File: src/rtl/rrqd_pkg.sv
// ----------------------------------------------------------------------------
// rrqd_pkg
// Types and constants shared by the round-robin quantum dispatcher.
// ----------------------------------------------------------------------------
package rrqd_pkg;

    localparam int ID_W    = 8;
    localparam int BURST_W = 16;

    // op codes
    localparam logic OP_ADD      = 1'b0;
    localparam logic OP_DISPATCH = 1'b1;

    localparam logic [BURST_W-1:0] QUANTUM_RESET = 16'd10;

    typedef struct packed {
        logic               op;
        logic [ID_W-1:0]    task_id;
        logic [BURST_W-1:0] burst;
    } t_in;

    typedef struct packed {
        logic               rejected;
        logic               idle;
        logic [ID_W-1:0]    granted_id;
        logic [BURST_W-1:0] run_time;
        logic               finished;
    } t_out;

    // one queue slot: task id and its remaining burst
    typedef struct packed {
        logic [ID_W-1:0]    task_id;
        logic [BURST_W-1:0] remaining;
    } t_entry;

endpackage

File: src/rtl/rrqd_ram.sv
// ----------------------------------------------------------------------------
// rrqd_ram
// Generic single-write, single-read RAM with registered read data.
// ----------------------------------------------------------------------------
module rrqd_ram #(
    parameter int WIDTH = 24,
    parameter int DEPTH = 16
) (
    input  logic                     i_clk,
    input  logic                     i_we,
    input  logic [$clog2(DEPTH)-1:0] i_waddr,
    input  logic [WIDTH-1:0]         i_wdata,
    input  logic                     i_re,
    input  logic [$clog2(DEPTH)-1:0] i_raddr,
    output logic [WIDTH-1:0]         o_rdata
);

    logic [WIDTH-1:0] r_mem [DEPTH];
    logic [WIDTH-1:0] r_rdata;

    always_ff @(posedge i_clk) begin
        if (i_we) begin
            r_mem[i_waddr] <= i_wdata;
        end
        if (i_re) begin
            r_rdata <= r_mem[i_raddr];
        end
    end

    assign o_rdata = r_rdata;

endmodule

File: src/rtl/round_robin_quantum_dispatcher_unit.sv
// ----------------------------------------------------------------------------
// round_robin_quantum_dispatcher_unit
// Round-robin task dispatcher: circular task queue in RAM, quantum-limited
// grants, requeue or retire after each dispatch.
// ----------------------------------------------------------------------------
// An add, or a dispatch that finds the queue empty, gives its result in the cycle
//   after acceptance; a dispatch of a queued task first registers the queue RAM read
//   data, then the registered grant. Adds are taken one item per cycle while busy is
//   low; a queued dispatch holds busy during the RAM read, so no new item is accepted.
// Reset: synchronous, active low; empties the queue, quantum back to 10.
// Results are strobed for one cycle on o_valid; the receiver cannot stall.
// ----------------------------------------------------------------------------
module round_robin_quantum_dispatcher_unit #(
    parameter int MAX_TASKS = 16
) (
    input  logic                           i_clk,
    input  logic                           i_rst_n,
    // command channel
    input  logic                           start,
    input  rrqd_pkg::t_in                  i_cmd,
    output logic                           busy,
    // quantum register
    input  logic                           i_cfg_we,
    input  logic [rrqd_pkg::BURST_W-1:0]   i_cfg_wdata,
    // result strobe
    output logic                           o_valid,
    output rrqd_pkg::t_out                 o_result
);

    import rrqd_pkg::*;

    localparam int PTR_W   = $clog2(MAX_TASKS);
    localparam int OCC_W   = $clog2(MAX_TASKS + 1);
    localparam int ENTRY_W = $bits(t_entry);

    // control state
    logic                r_pend;     // dispatch waiting on RAM read data
    logic [PTR_W-1:0]    r_head, n_head;
    logic [PTR_W-1:0]    r_tail, n_tail;
    logic [OCC_W-1:0]    r_occ, n_occ;
    logic [BURST_W-1:0]  r_quantum;
    logic                r_valid, n_valid;
    t_out                r_result, n_result;

    // datapath
    logic                accept, is_add, full, empty;
    logic                push_new, requeue, ram_we, ram_re;
    t_entry              rd_entry, wr_entry;
    logic [BURST_W-1:0]  grant, rem_left;

    assign accept = start && !busy;
    assign is_add = (i_cmd.op == OP_ADD);
    assign full   = (r_occ == OCC_W'(MAX_TASKS));
    assign empty  = (r_occ == '0);

    // grant is the smaller of quantum and remaining burst
    assign grant    = (r_quantum < rd_entry.remaining) ? r_quantum : rd_entry.remaining;
    assign rem_left = rd_entry.remaining - grant;

    // a task with burst left goes back to the tail; head slot is freed first,
    // so the requeue always fits
    assign requeue  = r_pend && (rem_left != '0);
    assign push_new = accept && is_add && !full;
    assign ram_we   = push_new || requeue;
    assign ram_re   = accept && (i_cmd.op == OP_DISPATCH) && !empty;

    always_comb begin
        if (r_pend) begin
            wr_entry.task_id   = rd_entry.task_id;
            wr_entry.remaining = rem_left;
        end else begin
            wr_entry.task_id   = i_cmd.task_id;
            wr_entry.remaining = i_cmd.burst;
        end
    end

    rrqd_ram #(
        .WIDTH (ENTRY_W),
        .DEPTH (MAX_TASKS)
    ) u_queue (
        .i_clk   (i_clk),
        .i_we    (ram_we),
        .i_waddr (r_tail),
        .i_wdata (wr_entry),
        .i_re    (ram_re),
        .i_raddr (r_head),
        .o_rdata (rd_entry)
    );

    // pointer and occupancy update
    always_comb begin
        n_head = r_head;
        n_tail = r_tail;
        n_occ  = r_occ;
        if (r_pend) begin
            n_head = (r_head == PTR_W'(MAX_TASKS - 1)) ? '0 : r_head + PTR_W'(1);
        end
        if (ram_we) begin
            n_tail = (r_tail == PTR_W'(MAX_TASKS - 1)) ? '0 : r_tail + PTR_W'(1);
        end
        if (push_new) begin
            n_occ = r_occ + OCC_W'(1);
        end else if (r_pend && !requeue) begin
            n_occ = r_occ - OCC_W'(1);
        end
    end

    // result formation
    always_comb begin
        n_result = '0;
        n_valid  = 1'b0;
        if (r_pend) begin
            n_valid             = 1'b1;
            n_result.granted_id = rd_entry.task_id;
            n_result.run_time   = grant;
            n_result.finished   = !requeue;
        end else if (accept && is_add) begin
            n_valid           = 1'b1;
            n_result.rejected = full;
        end else if (accept && empty) begin
            n_valid       = 1'b1;
            n_result.idle = 1'b1;
        end
    end

    always_ff @(posedge i_clk) begin
        if (!i_rst_n) begin
            r_pend    <= 1'b0;
            r_head    <= '0;
            r_tail    <= '0;
            r_occ     <= '0;
            r_quantum <= QUANTUM_RESET;
            r_valid   <= 1'b0;
        end else begin
            r_pend  <= ram_re;
            r_head  <= n_head;
            r_tail  <= n_tail;
            r_occ   <= n_occ;
            r_valid <= n_valid;
            if (i_cfg_we) begin
                r_quantum <= i_cfg_wdata;
            end
        end
    end

    // result payload, qualified by r_valid
    always_ff @(posedge i_clk) begin
        r_result <= n_result;
    end

    assign busy     = r_pend;
    assign o_valid  = r_valid;
    assign o_result = r_result;

endmodule

File: config.mk
export PLATFORM = sky130hd
export DESIGN_NAME = round_robin_quantum_dispatcher_unit
export DESIGN_NICKNAME = d
export VERILOG_FILES = /design/src/rtl/rrqd_pkg.sv /design/src/rtl/rrqd_ram.sv /design/src/rtl/round_robin_quantum_dispatcher_unit.sv
export SDC_FILE = /design/constraint.sdc
export NUM_CORES = 1
export LEC_CHECK = 0
export ABC_CLOCK_PERIOD_IN_PS = 9260
export BUFFER_PORTS_ARGS = -buffer_cell sky130_fd_sc_hd__buf_4
export CAP_MARGIN = 30
export CORE_MARGIN = 2
export CORE_UTILIZATION = 54
export DETAILED_ROUTE_END_ITERATION = 7
export GPL_ROUTABILITY_DRIVEN = 0
export PLACE_DENSITY = 0.79
export REMOVE_ABC_BUFFERS = 1
export SETUP_SLACK_MARGIN = 0.05
export SYNTH_ARGS = -nofsm -noshare
export SYNTH_HDL_FRONTEND = slang
export SYNTH_SLANG_ARGS = --single-unit
File: constraint.sdc
create_clock -name i_clk -period 9.26 [get_ports i_clk]
set_input_delay 0.463 -clock i_clk [delete_from_list [all_inputs] [get_ports i_clk]]
set_output_delay 0.463 -clock i_clk [all_outputs]
set_load 0.01 [all_outputs]
==> results.toml <==
[yosys]
ys_ff_latch = 466
yosysMostFrequentCell = "edfxtp_1"
synth_top_flop_cell = "edfxtp_1"
ys_warn_count = 0
yosysTopAreaCellShare_pct = 63.8
synth_cells = 1069
synth-edff-count = 408
ys_types = 61
yosys-top-cells-area = "edfxtp_1 (64%), mux4_2 (14%), dfxtp_1 (6.0%)"
ys_async_sr_fraction_pct = 0
netlist_top_cells_count = "edfxtp_1 (408), mux4_2 (120), dfxtp_1 (58)"
yosys.area.top_type = "edfxtp_1"
synth_seq_area_share_pct = 69.9
syn_area_um2 = 19200
synth.avg_cell_area_um2 = 18.0

[floorplan]
die_w_um = 193
io_pins = 74
die_height_um = 193
core_area_um2 = 35300
start_util_pct = 54.4
rows = 69
dieArea_um2 = 37100

[route]
vias = 10500
vias_per_cell = 6.29
wl_um = 43500
drc_errors = 0
drtIter0Drc = 1186
ant_nets = 0
first_pass_iters = 5
wl_per_cell_um = 26.1

[hold_path]
hp-start = "i_cfg_wdata[3]"
hold_class = "in2reg"

[worst_setup_path]
startpoint_type = "flip-flop"
cp_num_buf_inv = 3
slowest_stage = "and3_1"
worstPathArrival_ns = 6.99
path_max_fanout = 19
worstSetupEndpointType = "flip-flop"
startpoint = "u_queue.o_rdata[1]$_DFFE_PP_"
crit_chain = "inv_1, ha_1, a2111oi_0, nand3b_1, and3_1, nand2_1, o21ai_0, ha_1, inv_1, fa_1, a21o_1, a31oi_1, a21oi_1, a221oi_1, nor2_1, or4_4, o41a_1, or2_4, and3_1, buf_8"
cp_top_family = "simple AND/OR/NAND/NOR gates"
required_ns = 9.59
worstSetupPathType = "reg2reg"
r2r_start = "u_queue.o_rdata[1]$_DFFE_PP_"
max_stage_delay_ns = 0.71

[timing]
finClkSkew_ns = 0.0363
rsz0062_at_grt = "no"
max_freq_mhz = 150
slew_violations = 0
period_share_pct = 71.9
worst_pin_slew_ns = 0.875
whs_ns = 0.123
tns_ns = 0
max-slew-margin-rel_pct = 41.6
hold_viol = 0
setup_viol = 0
fin_crit_ns = 6.66

[grt]
grt_pass1_vias = 10500
grt_max_degree = 53
grt_pass1_wl_um = 65700
grt_antenna_before_repair = 2
grt_remaining_overflow = 0
grt_use_total_pct = 24.4

[finish]
fillers = 2393
area_growth_pct = 15.2
instances_no_fill = 1668
diodes = 0
ff_latch_area_um2 = 13400
finalNetCount = 1250
multi_input_area_um2 = 5490
drive_above_1_share_pct = 26.2

[clock_network]
post-cts-setup-buffers = 0
cts_sinks = 466
max-clock-path-buffers = 3
ctsResizeCount = 0
root_buffer = "clkbuf_16"
cts_tree = "yes"
h-tree-depth = 2
cts_hold_buffers = 0
clkSlewWorstSetupHoldPaths_ns = 0.06
insertion_delay_ns = 0.59
cts_made_buffers = 46

[place]
hpwl_um = 27300
dp_cells = 1583
port_buffers = 73

[power]
p_leak_nw = 7.47
ir_drop_uv = 181
power_density_nw_per_um2 = 215

[flow_run]
max-cap-violations = 0

[status]
outcome = "finished clean"
placed cells by master (no fill, tap or decap), types with 3 or more instances in the layout:
cell type and count:
bufinv_16 9, mux2_2 11, o21a_1 3, a211oi_1 7
buf_8 3, nor4_1 3, mux4_2 120, nor3_1 5
a31oi_1 5, clkbuf_1 9, o21ai_0 14, nand2_1 52
nor2_1 48, clkinv_1 10, dfxtp_1 54, nand4_1 11
ha_1 31, nor2b_1 12, o21ai_1 4, a21oi_1 37
clkbuf_16 47, inv_1 28, xnor2_1 15, o22ai_1 3
buf_16 4, nand2b_1 15, a21o_1 18, a221oi_1 3
mux2i_1 30, and3_1 15, and2_1 13, edfxtp_1 408
nand3_1 11, buf_4 97, nor2b_2 4
power by group:
part	switching, mW	total, mW	leakage, nW	internal [mW]
Combinational	0.235	0.390	2.54	0.155
Sequential	0.0252	2.37	4.16	2.35
Clock	0.794	1.99	0.776	1.20
Total	1.05	4.75	7.47	3.70
final timing paths:
kind                                                   endpoint  slack [ns]  cells after the start
worst max-delay path            u_queue.r_mem[13][12]$_DFFE_PP_        2.60                     20
worst min-delay path                  r_quantum[3]$_SDFFE_PN1P_        0.12                      3
worst max register to register  u_queue.r_mem[13][12]$_DFFE_PP_        2.60                     20
worst min register to register            r_occ[3]$_SDFFE_PN0P_        0.49                      2
final cells by class:
cell class              count  share of cell area, %
inverters                  28                  0.475
clock inverters            26                   1.80
flip-flops and latches    466                   60.7
clock buffers              57                   5.53
multi-input cells         525                   24.8
well taps                 461                   2.61
repair buffers            105                   4.08
flip-flops by register name, indices dropped and copies added, names as in the netlist:
| name | flops |
|---|---|
| r_quantum | 16 |
| r_occ | 5 |
| o_valid | 1 |
| o_result | 27 |
| u_queue.r_mem | 384 |
| r_tail | 4 |
| busy | 1 |
| r_head | 4 |
| u_queue.o_rdata | 24 |
per-stage QoR:
step	util [%]	area, um2	total power, mW	worst slack, ns
6_report	62.6	22100	4.75	2.60
5_1_grt	62.6	22100	4.88	2.18
4_1_cts	62.6	22100	4.77	2.68
3_5_place_dp	58.0	20500	2.80	2.71
3_3_place_gp	57.5	20300	2.78	2.74
2_1_floorplan	-	19000	2.66	2.78
cell families (layout without fill, tap and decap cells):
family	Yosys count	after routing	synth area share [%]
flip-flops	466	466	69.9
buffers and inverters	78	216	1.60
AND/OR/NAND/NOR	198	198	5.20
adder cells (fa/ha/maj)	35	35	2.34
AO/OA/AOI/OAI	114	114	3.90
XOR/XNOR	17	17	0.776
multiplexers	161	161	16.3
worst register-to-register path, cell delays in order, from the launching register on:
cell and delay, ns:
edfxtp_1 0.46, inv_1 0.09, ha_1 0.23, a2111oi_0 0.50
nand3b_1 0.27, and3_1 0.71, nand2_1 0.12, o21ai_0 0.15
ha_1 0.23, inv_1 0.06, fa_1 0.40, a21o_1 0.20
a31oi_1 0.39, a21oi_1 0.15, a221oi_1 0.29, nor2_1 0.12
or4_4 0.45, o41a_1 0.53, or2_4 0.35, and3_1 0.45
buf_8 0.28
routing by layer:
layer / global-route usage [%] / up-vias / part of all wire (%)
met5: 0 / - / 0
met4: 6.34 / 0 / 2.1
met3: 3.98 / 71 / 9.1
met2: 37.6 / 557 / 47
met1: 36.7 / 5382 / 42
li1: - / 4483 / -
Note: power is estimated with default switching activity, not from simulation.
